$ cat src/hw/rtl/htfs_pkg.sv
// Shared types, sizes and codes of the header/trailer frame sync block.
package htfs_pkg;

  // Frame and mark limits.
  localparam int MAX_FRAME = 64;
  localparam int MAX_MARK  = 8;

  // Widths; the address and mark index widths are derived from the limits.
  localparam int ADDR_W   = $clog2(MAX_FRAME);
  localparam int CNT_W    = 7;
  localparam int MIDX_W   = (MAX_MARK > 1) ? $clog2(MAX_MARK) : 1;
  localparam int BYTE_W   = 8;
  localparam int MARKS_W  = 64;
  localparam int LEN_W    = 4;
  localparam int POS_W    = 6;
  localparam int CFG_IDX_W  = 3;
  localparam int CFG_DATA_W = 64;

  // Configuration register indexes.
  typedef enum logic [CFG_IDX_W-1:0] {
    CFG_HEADER_BYTES   = 3'd0,
    CFG_HEADER_LENGTH  = 3'd1,
    CFG_TRAILER_BYTES  = 3'd2,
    CFG_TRAILER_LENGTH = 3'd3,
    CFG_FRAME_LENGTH   = 3'd4
  } cfg_idx_t;

  // Input request payload.
  typedef struct packed {
    logic [BYTE_W-1:0] rx_byte;
    logic              chunk_end;
  } in_t;

  // Result request payload.
  typedef struct packed {
    logic [BYTE_W-1:0] frame_byte;
    logic [POS_W-1:0]  byte_position;
    logic              frame_last;
  } out_t;

  // Controller states.
  typedef enum logic [1:0] {
    ST_ACCEPT,
    ST_READ,
    ST_EMIT
  } state_t;

  // Commands from controller to datapath.
  typedef struct packed {
    logic take;
    logic rd_start;
    logic rd_next;
  } cmd_t;

  // Status from datapath to controller.
  typedef struct packed {
    logic frame_done;
    logic rd_last;
  } sts_t;

endpackage

$ cat src/hw/rtl/htfs_ram.sv
// Generic memory with one write port and one registered read port.
module htfs_ram #(
  parameter int WIDTH = 8,
  parameter int DEPTH = 64
) (
  input  logic                     clk,
  input  logic                     wr_en,
  input  logic [$clog2(DEPTH)-1:0] wr_addr,
  input  logic [WIDTH-1:0]         wr_data,
  input  logic                     rd_en,
  input  logic [$clog2(DEPTH)-1:0] rd_addr,
  output logic [WIDTH-1:0]         rd_data_r
);

  logic [WIDTH-1:0] mem_r [DEPTH];

  // Write port.
  always_ff @(posedge clk) begin
    if (wr_en) begin
      mem_r[wr_addr] <= wr_data;
    end
  end

  // Read port; the data holds while no read is issued.
  always_ff @(posedge clk) begin
    if (rd_en) begin
      rd_data_r <= mem_r[rd_addr];
    end
  end

endmodule

$ cat src/hw/rtl/htfs_ctrl.sv
// Controller of the frame sync block: input gating and frame dump sequencing.
module htfs_ctrl (
  input  logic          clk,
  input  logic          rst_n,
  input  logic          in_valid,
  output logic          in_stall,
  output logic          out_valid,
  input  logic          out_stall,
  input  htfs_pkg::sts_t sts,
  output htfs_pkg::cmd_t cmd
);

  import htfs_pkg::*;

  state_t state_r;
  state_t state_nxt;
  logic   take;

  // An input byte is taken only while collecting.
  assign take = in_valid && (state_r == ST_ACCEPT);

  // Next state.
  always_comb begin
    state_nxt = state_r;
    case (state_r)
      ST_ACCEPT: begin
        if (take && sts.frame_done) begin
          state_nxt = ST_READ;
        end
      end
      ST_READ: begin
        state_nxt = ST_EMIT;
      end
      ST_EMIT: begin
        if (!out_stall && sts.rd_last) begin
          state_nxt = ST_ACCEPT;
        end
      end
      default: begin
        state_nxt = ST_ACCEPT;
      end
    endcase
  end

  // Outputs and datapath commands.
  always_comb begin
    in_stall     = (state_r != ST_ACCEPT);
    out_valid    = (state_r == ST_EMIT);
    cmd.take     = take;
    cmd.rd_start = (state_r == ST_READ);
    cmd.rd_next  = (state_r == ST_EMIT) && !out_stall && !sts.rd_last;
  end

  // State register.
  always_ff @(posedge clk) begin
    if (!rst_n) begin
      state_r <= ST_ACCEPT;
    end else begin
      state_r <= state_nxt;
    end
  end

endmodule

$ cat src/hw/rtl/htfs_dp.sv
// Datapath of the frame sync block: configuration, mark checks, frame store.
module htfs_dp (
  input  logic                               clk,
  input  logic                               rst_n,
  input  logic                               cfg_write,
  input  logic [htfs_pkg::CFG_IDX_W-1:0]     cfg_index,
  input  logic [htfs_pkg::CFG_DATA_W-1:0]    cfg_data,
  input  htfs_pkg::in_t                      in_data,
  output htfs_pkg::out_t                     out_data,
  input  htfs_pkg::cmd_t                     cmd,
  output htfs_pkg::sts_t                     sts
);

  import htfs_pkg::*;

  logic [MARKS_W-1:0] hdr_bytes_r;
  logic [LEN_W-1:0]   hdr_len_r;
  logic [MARKS_W-1:0] trl_bytes_r;
  logic [LEN_W-1:0]   trl_len_r;
  logic [CNT_W-1:0]   frm_len_r;

  logic [CNT_W-1:0]   byte_count_r;
  logic [CNT_W-1:0]   byte_count_nxt;
  logic               drop_r;
  logic               drop_nxt;
  logic [ADDR_W-1:0]  rd_idx_r;
  logic [ADDR_W-1:0]  rd_idx_nxt;

  logic [CNT_W-1:0]   fl;
  logic [CNT_W-1:0]   hl_m;
  logic [CNT_W-1:0]   tl_m;
  logic [CNT_W-1:0]   hl;
  logic [CNT_W-1:0]   tl;
  logic [CNT_W-1:0]   trl_start;
  logic [CNT_W-1:0]   cnt_eff;
  logic [CNT_W-1:0]   cnt_inc;
  logic [CNT_W-1:0]   trl_off;
  logic [MIDX_W-1:0]  hdr_k;
  logic [MIDX_W-1:0]  trl_k;
  logic [BYTE_W-1:0]  hdr_ref;
  logic [BYTE_W-1:0]  trl_ref;
  logic               match_ok;
  logic               wr_en;
  logic               rd_en;
  logic [BYTE_W-1:0]  rd_data;

  // Configuration registers.
  always_ff @(posedge clk) begin
    if (!rst_n) begin
      hdr_bytes_r <= '0;
      hdr_len_r   <= '0;
      trl_bytes_r <= '0;
      trl_len_r   <= '0;
      frm_len_r   <= CNT_W'(1);
    end else if (cfg_write) begin
      case (cfg_index)
        CFG_HEADER_BYTES:   hdr_bytes_r <= cfg_data;
        CFG_HEADER_LENGTH:  hdr_len_r   <= cfg_data[LEN_W-1:0];
        CFG_TRAILER_BYTES:  trl_bytes_r <= cfg_data;
        CFG_TRAILER_LENGTH: trl_len_r   <= cfg_data[LEN_W-1:0];
        CFG_FRAME_LENGTH:   frm_len_r   <= cfg_data[CNT_W-1:0];
        default: begin
        end
      endcase
    end
  end

  // Effective lengths: frame length held within one to the store depth,
  // marks held within the mark limit and the frame length.
  always_comb begin
    if (frm_len_r == '0) begin
      fl = CNT_W'(1);
    end else if (frm_len_r > CNT_W'(MAX_FRAME)) begin
      fl = CNT_W'(MAX_FRAME);
    end else begin
      fl = frm_len_r;
    end
    hl_m = (CNT_W'(hdr_len_r) > CNT_W'(MAX_MARK)) ? CNT_W'(MAX_MARK) : CNT_W'(hdr_len_r);
    tl_m = (CNT_W'(trl_len_r) > CNT_W'(MAX_MARK)) ? CNT_W'(MAX_MARK) : CNT_W'(trl_len_r);
    hl   = (hl_m > fl) ? fl : hl_m;
    tl   = (tl_m > fl) ? fl : tl_m;
    trl_start = fl - tl;
  end

  // Position of the incoming byte; a count left stale by a shorter frame
  // length restarts at zero.
  assign cnt_eff = (byte_count_r >= fl) ? '0 : byte_count_r;
  assign cnt_inc = cnt_eff + CNT_W'(1);
  assign trl_off = cnt_eff - trl_start;
  assign hdr_k   = cnt_eff[MIDX_W-1:0];
  assign trl_k   = trl_off[MIDX_W-1:0];
  assign hdr_ref = hdr_bytes_r[BYTE_W*hdr_k +: BYTE_W];
  assign trl_ref = trl_bytes_r[BYTE_W*trl_k +: BYTE_W];

  // Mark check: the header wins where header and trailer overlap.
  always_comb begin
    if (cnt_eff < hl) begin
      match_ok = (in_data.rx_byte == hdr_ref);
    end else if (cnt_eff >= trl_start) begin
      match_ok = (in_data.rx_byte == trl_ref);
    end else begin
      match_ok = 1'b1;
    end
  end

  assign sts.frame_done = !drop_r && match_ok && (cnt_inc == fl);

  // Count and drop flag updates for a taken byte.
  always_comb begin
    byte_count_nxt = byte_count_r;
    drop_nxt       = drop_r;
    if (cmd.take) begin
      if (drop_r) begin
        if (in_data.chunk_end) begin
          drop_nxt = 1'b0;
        end
      end else if (!match_ok) begin
        byte_count_nxt = '0;
      end else if (cnt_inc == fl) begin
        byte_count_nxt = '0;
        drop_nxt       = !in_data.chunk_end;
      end else begin
        byte_count_nxt = cnt_inc;
      end
    end
  end

  always_ff @(posedge clk) begin
    if (!rst_n) begin
      byte_count_r <= '0;
      drop_r       <= 1'b0;
    end else begin
      byte_count_r <= byte_count_nxt;
      drop_r       <= drop_nxt;
    end
  end

  // Frame store: every byte outside a drop is written at its position.
  assign wr_en = cmd.take && !drop_r;

  // Dump read index walks the frame from position zero.
  assign rd_en      = cmd.rd_start || cmd.rd_next;
  assign rd_idx_nxt = cmd.rd_start ? '0 : (rd_idx_r + ADDR_W'(1));

  always_ff @(posedge clk) begin
    if (!rst_n) begin
      rd_idx_r <= '0;
    end else if (rd_en) begin
      rd_idx_r <= rd_idx_nxt;
    end
  end

  htfs_ram #(
    .WIDTH (BYTE_W),
    .DEPTH (MAX_FRAME)
  ) u_store (
    .clk       (clk),
    .wr_en     (wr_en),
    .wr_addr   (cnt_eff[ADDR_W-1:0]),
    .wr_data   (in_data.rx_byte),
    .rd_en     (rd_en),
    .rd_addr   (rd_idx_nxt),
    .rd_data_r (rd_data)
  );

  assign sts.rd_last = ((CNT_W'(rd_idx_r) + CNT_W'(1)) == fl);

  // Result payload straight from the store's read register.
  assign out_data.frame_byte    = rd_data;
  assign out_data.byte_position = POS_W'(rd_idx_r);
  assign out_data.frame_last    = sts.rd_last;

endmodule

$ cat src/hw/rtl/header_trailer_frame_sync_top.sv
// Top level of the header/trailer frame sync block.
//
// Input channel (in_valid, in_stall, in_data): one received byte per request,
// tagged with chunk_end. While collecting, a byte is taken every cycle.
// Result channel (out_valid, out_stall, out_data): one frame byte per request,
// with its position and a flag on the final byte of the frame.
// Configuration port (cfg_valid, cfg_ready, cfg_index, cfg_data): always
// ready; registers are meant to be written while the block is idle.
// When the byte that completes a frame is taken, in_stall rises and stays
// high until the last frame byte is delivered. The first frame byte appears
// once the controller has passed from its read state to its emit state; then
// one byte per cycle follows while the receiver does not stall. The
// single read port of the frame store sets that dump rate.
// When the receiver stalls, the current frame byte holds and the dump waits.
// Reset (synchronous, active low) clears the count, the drop flag and the
// registers (frame length to one); the frame store needs no clearing.
module header_trailer_frame_sync_top (
  input  logic                            clk,
  input  logic                            rst_n,
  input  logic                            in_valid,
  output logic                            in_stall,
  input  htfs_pkg::in_t                   in_data,
  output logic                            out_valid,
  input  logic                            out_stall,
  output htfs_pkg::out_t                  out_data,
  input  logic                            cfg_valid,
  output logic                            cfg_ready,
  input  logic [htfs_pkg::CFG_IDX_W-1:0]  cfg_index,
  input  logic [htfs_pkg::CFG_DATA_W-1:0] cfg_data
);

  import htfs_pkg::*;

  cmd_t cmd;
  sts_t sts;

  // Registers take writes in any cycle.
  assign cfg_ready = 1'b1;

  htfs_ctrl u_ctrl (
    .clk       (clk),
    .rst_n     (rst_n),
    .in_valid  (in_valid),
    .in_stall  (in_stall),
    .out_valid (out_valid),
    .out_stall (out_stall),
    .sts       (sts),
    .cmd       (cmd)
  );

  htfs_dp u_dp (
    .clk       (clk),
    .rst_n     (rst_n),
    .cfg_write (cfg_valid && cfg_ready),
    .cfg_index (cfg_index),
    .cfg_data  (cfg_data),
    .in_data   (in_data),
    .out_data  (out_data),
    .cmd       (cmd),
    .sts       (sts)
  );

endmodule

$ cat config.mk
export PLATFORM = sky130hd
export DESIGN_NAME = header_trailer_frame_sync_top
export DESIGN_NICKNAME = d
export VERILOG_FILES = /design/src/hw/rtl/htfs_pkg.sv /design/src/hw/rtl/htfs_ram.sv /design/src/hw/rtl/htfs_ctrl.sv /design/src/hw/rtl/htfs_dp.sv /design/src/hw/rtl/header_trailer_frame_sync_top.sv
export SDC_FILE = /design/constraint.sdc
export NUM_CORES = 1
export LEC_CHECK = 0
export BUFFER_PORTS_ARGS = -buffer_cell sky130_fd_sc_hd__buf_2
export CAP_MARGIN = 20
export CORE_UTILIZATION = 30
export CTS_CLUSTER_DIAMETER = 40
export DETAILED_ROUTE_END_ITERATION = 12
export PLACE_DENSITY = 0.41
export SYNTH_ARGS = -nofsm -noshare
export SYNTH_HDL_FRONTEND = slang
export SYNTH_SLANG_ARGS = --single-unit
$ cat constraint.sdc
create_clock -name clk -period 7.02 [get_ports clk]
set_input_delay 0.351 -clock clk [delete_from_list [all_inputs] [get_ports clk]]
set_output_delay 0.351 -clock clk [all_outputs]
set_load 0.02 [all_outputs]
==> impl_metrics.toml <==
[status]
status = "complete, no violations"

[drt]
ant_nets = 0
wl_mm = 93.8
drt_pass1_iterations = 5
vias = 20061
drc_errors = 0
drtIter0Drc = 1260
wire_per_inst_um = 23.5
routed_via_density = 5.02

[pwr]
sw_frac_of_total_pct = 22.4
powerDensity_nw_per_um2 = 294
p_seq_share_pct = 40.9
power_w = 0.0107
comb_power_share_pct = 4.4
vdd_drop_max_mv = 0.182
clkPwrFrac_pct = 54.7
p_leak_nw = 12.4
internal_power_w = 0.00831
power.switching_w = 0.00239

[sta]
rsz0062_at_grt = "no"
maxSlewViolCount = 0
fin_skew_ns = 0.0261
fin_crit_ns = 6.44
finalSetupTns_ns = 0
fmax_mhz = 155
slew_headroom_pct = 30.9
fin_hold_ws_ns = 0.0561
hold_viol = 0
period_share_pct = 91.7
setup_viol_count_final = 0
worst_slew_pin_slew_ns = 1.03
fin_ws_ns = 0.585

[synth]
netlist_area_um2 = 29800
synth_edf_count = 520
ys_types = 73
ys_seq_area_share_pct = 63.0
async_flop_share_pct = 0
synthCells = 2452
yosys_warnings = 0
ys.flop_type = "edfxtp_1"
synth-seq-cells = 679
syn_avg_cell_area_um2 = 12.2

[critical_path]
worstSetupStartpointType = "flop"
reg2reg_from = "u_dp.frm_len_r[6]$_SDFFE_PN0P_"
worstSetupStartpoint = "u_dp.frm_len_r[6]$_SDFFE_PN0P_"
regToRegSetupSlack_ns = 0.58
cp.arrival_ns = 7.07
cp_max_fo = 16
criticalPathCategory = "flop to flop"
end_kind = "flop"
worstPathRequired_ns = 7.65

[clock_tree]
clk_pin_slew_worst_paths_ns = 0.05
cts_root_buf = "clkbuf_16"
cts_sinks = 679
clkLatencyLatePin_ns = 0.70
clock_path_buffers = 3
post_cts_buffers = 0
cts_tree = "built"
cts_buffers = 116
cts_htree_levels = 3

[placed_design]
gp_congestion = 0.821
port-buffer-count = 97
hpwl_mm = 59.2
post-place-ws_ns = 0.647

[floorplan]
top_level_ports = 99
start_util_pct = 30.3
fp.dieH_um = 317
core_um2 = 98400
die_x_um = 317
rows = 115
design.die.area_um2 = 101000

[global_routing]
antenna_found_initial = 1
grt_max_degree = 85
grt_use_total_pct = 18.5
grt_overflow = 0
grt_pass1_vias = 20416
grt_pass1_wl_mm = 138

[cells_and_area]
diodes = 0
drive_above_1_share_pct = 16.6
layout_common_cells = "edfxtp_1, nand2_1, dfxtp_1"
layout_commonest_cell = "edfxtp_1"
nNetsFinal = 2725
synthToLayoutAreaGrowth_pct = 21.9

[hold_path]
hp-start = "in_data[0]"
min_path_type = "primary input to flop"

[job]
drv_cap = 0
-- state kept, by name, indices dropped and copies added, names as in the netlist --
signal,count
u_ctrl.state_r,2
u_dp.byte_count_r,7
u_dp.drop_r,1
u_dp.frm_len_r,7
u_dp.hdr_bytes_r,64
u_dp.hdr_len_r,4
u_dp.rd_idx_r,6
u_dp.trl_bytes_r,64
u_dp.trl_len_r,4
u_dp.u_store.mem_r,512
u_dp.u_store.rd_data_r,8
-- power groups by stage --
stage	Combinational (W)	Clock [W]	Sequential [W]
floorplan	0.000242	0	0.00445
global placement	0.000446	0	0.00445
detailed placement	0.000451	0	0.00445
CTS	0.000481	0.00597	0.00437
global route	0.000515	0.00615	0.00437
finish	0.000472	0.00585	0.00438
-- final cells by class --
type	count	area, µm²
Clock inverter	89	1090
Multi-Input combinational cell	1581	10300
Timing Repair Buffer	206	1470
Fill cell	9600	62000
Clock buffer	130	2970
Tap cell	1287	1610
Sequential cell	679	18800
Inverter	24	90.1
-- cells by family after synthesis --
kind of cell               after synthesis  synth area share, %
buffers and inverters                  195                 2.70
adders and majority gates               36                 1.56
AOI/OAI and AO/OA                      560                 12.7
DFF                                    679                 63.0
other                                    1               0.0126
and+or+nand+nor                        752                 11.0
muxes                                  183                 7.68
xor gates and xnor gates                46                 1.35
-- routing by layer --
metal | share of wire, % | up-vias | track usage (%)
li1 | - | 9408 | -
met1 | 46 | 10050 | 25.0
met2 | 47 | 462 | 30.3
met3 | 4.4 | 141 | 3.12
met4 | 2.5 | 0 | 5.57
met5 | 0 | - | 0
-- metrics by stage --
| step | std cells | cell area, µm² | utilization, % |
|---|---|---|---|
| finish | 3996 | 36400 | 37.0 |
| global placement | 3712 | 31700 | 32.2 |
| detailed placement | 3712 | 31700 | 32.2 |
| global route | 3996 | 36400 | 37.0 |
| CTS | 3996 | 36400 | 37.0 |
| floorplan | 2455 | 29900 | - |
-- worst max-delay path, stage by stage (launching register included) --
cell and delay [ns]:
dfxtp_1 0.43, nor3_2 0.42, a21oi_2 0.17, inv_1 0.23, ha_1 0.19, nor2b_1 0.05, o21a_1 0.17, o21a_1 0.17
o211ai_1 0.44, mux2i_1 0.25, ha_1 0.16, inv_1 0.07, fa_1 0.55, inv_1 0.07, fa_1 0.53, buf_4 0.33
mux4_2 0.56, xnor2_1 0.17, nand4_1 0.14, o21ai_1 0.21, o21ai_0 0.19, a22oi_1 0.30, a31oi_4 0.12, o31ai_1 0.29
o31a_1 0.17
-- cells in the mapped netlist, types with 34 or more instances --
master	count	area share (%)
nand2_1	447	5.6
xnor2_1	38	1.1
mux2_2	57	2.2
mux2i_1	93	3.1
nand3_1	44	0.74
edfxtp_1	520	52
ha_1	34	1.4
a311oi_1	36	1.1
nor2b_1	60	1.3
nor2_1	110	1.4
a211oi_1	57	1.4
a21boi_0	135	3.4
dfxtp_1	159	11
a21oi_1	147	2.5
clkbuf_1	122	1.5
o21ai_0	51	0.86
-- what timing repair did --
item / 4_1_cts / 5_1_grt
hold buffers: 65 / 0
hold endpoints to repair: 136 / 0
endpoints found under the setup margin: 0 / 0
resized for setup: 0 / 0
-- worst paths after layout --
path         cells past startpoint                                end
min reg2reg                      2  u_dp.hdr_bytes_r[42]$_SDFFE_PN0P_
max                             24  u_dp.byte_count_r[3]$_SDFFE_PN0P_
max reg2reg                     24  u_dp.byte_count_r[3]$_SDFFE_PN0P_
min                              3           u_dp.drop_r$_SDFFE_PN0P_
(Power assumes the default switching activity.)
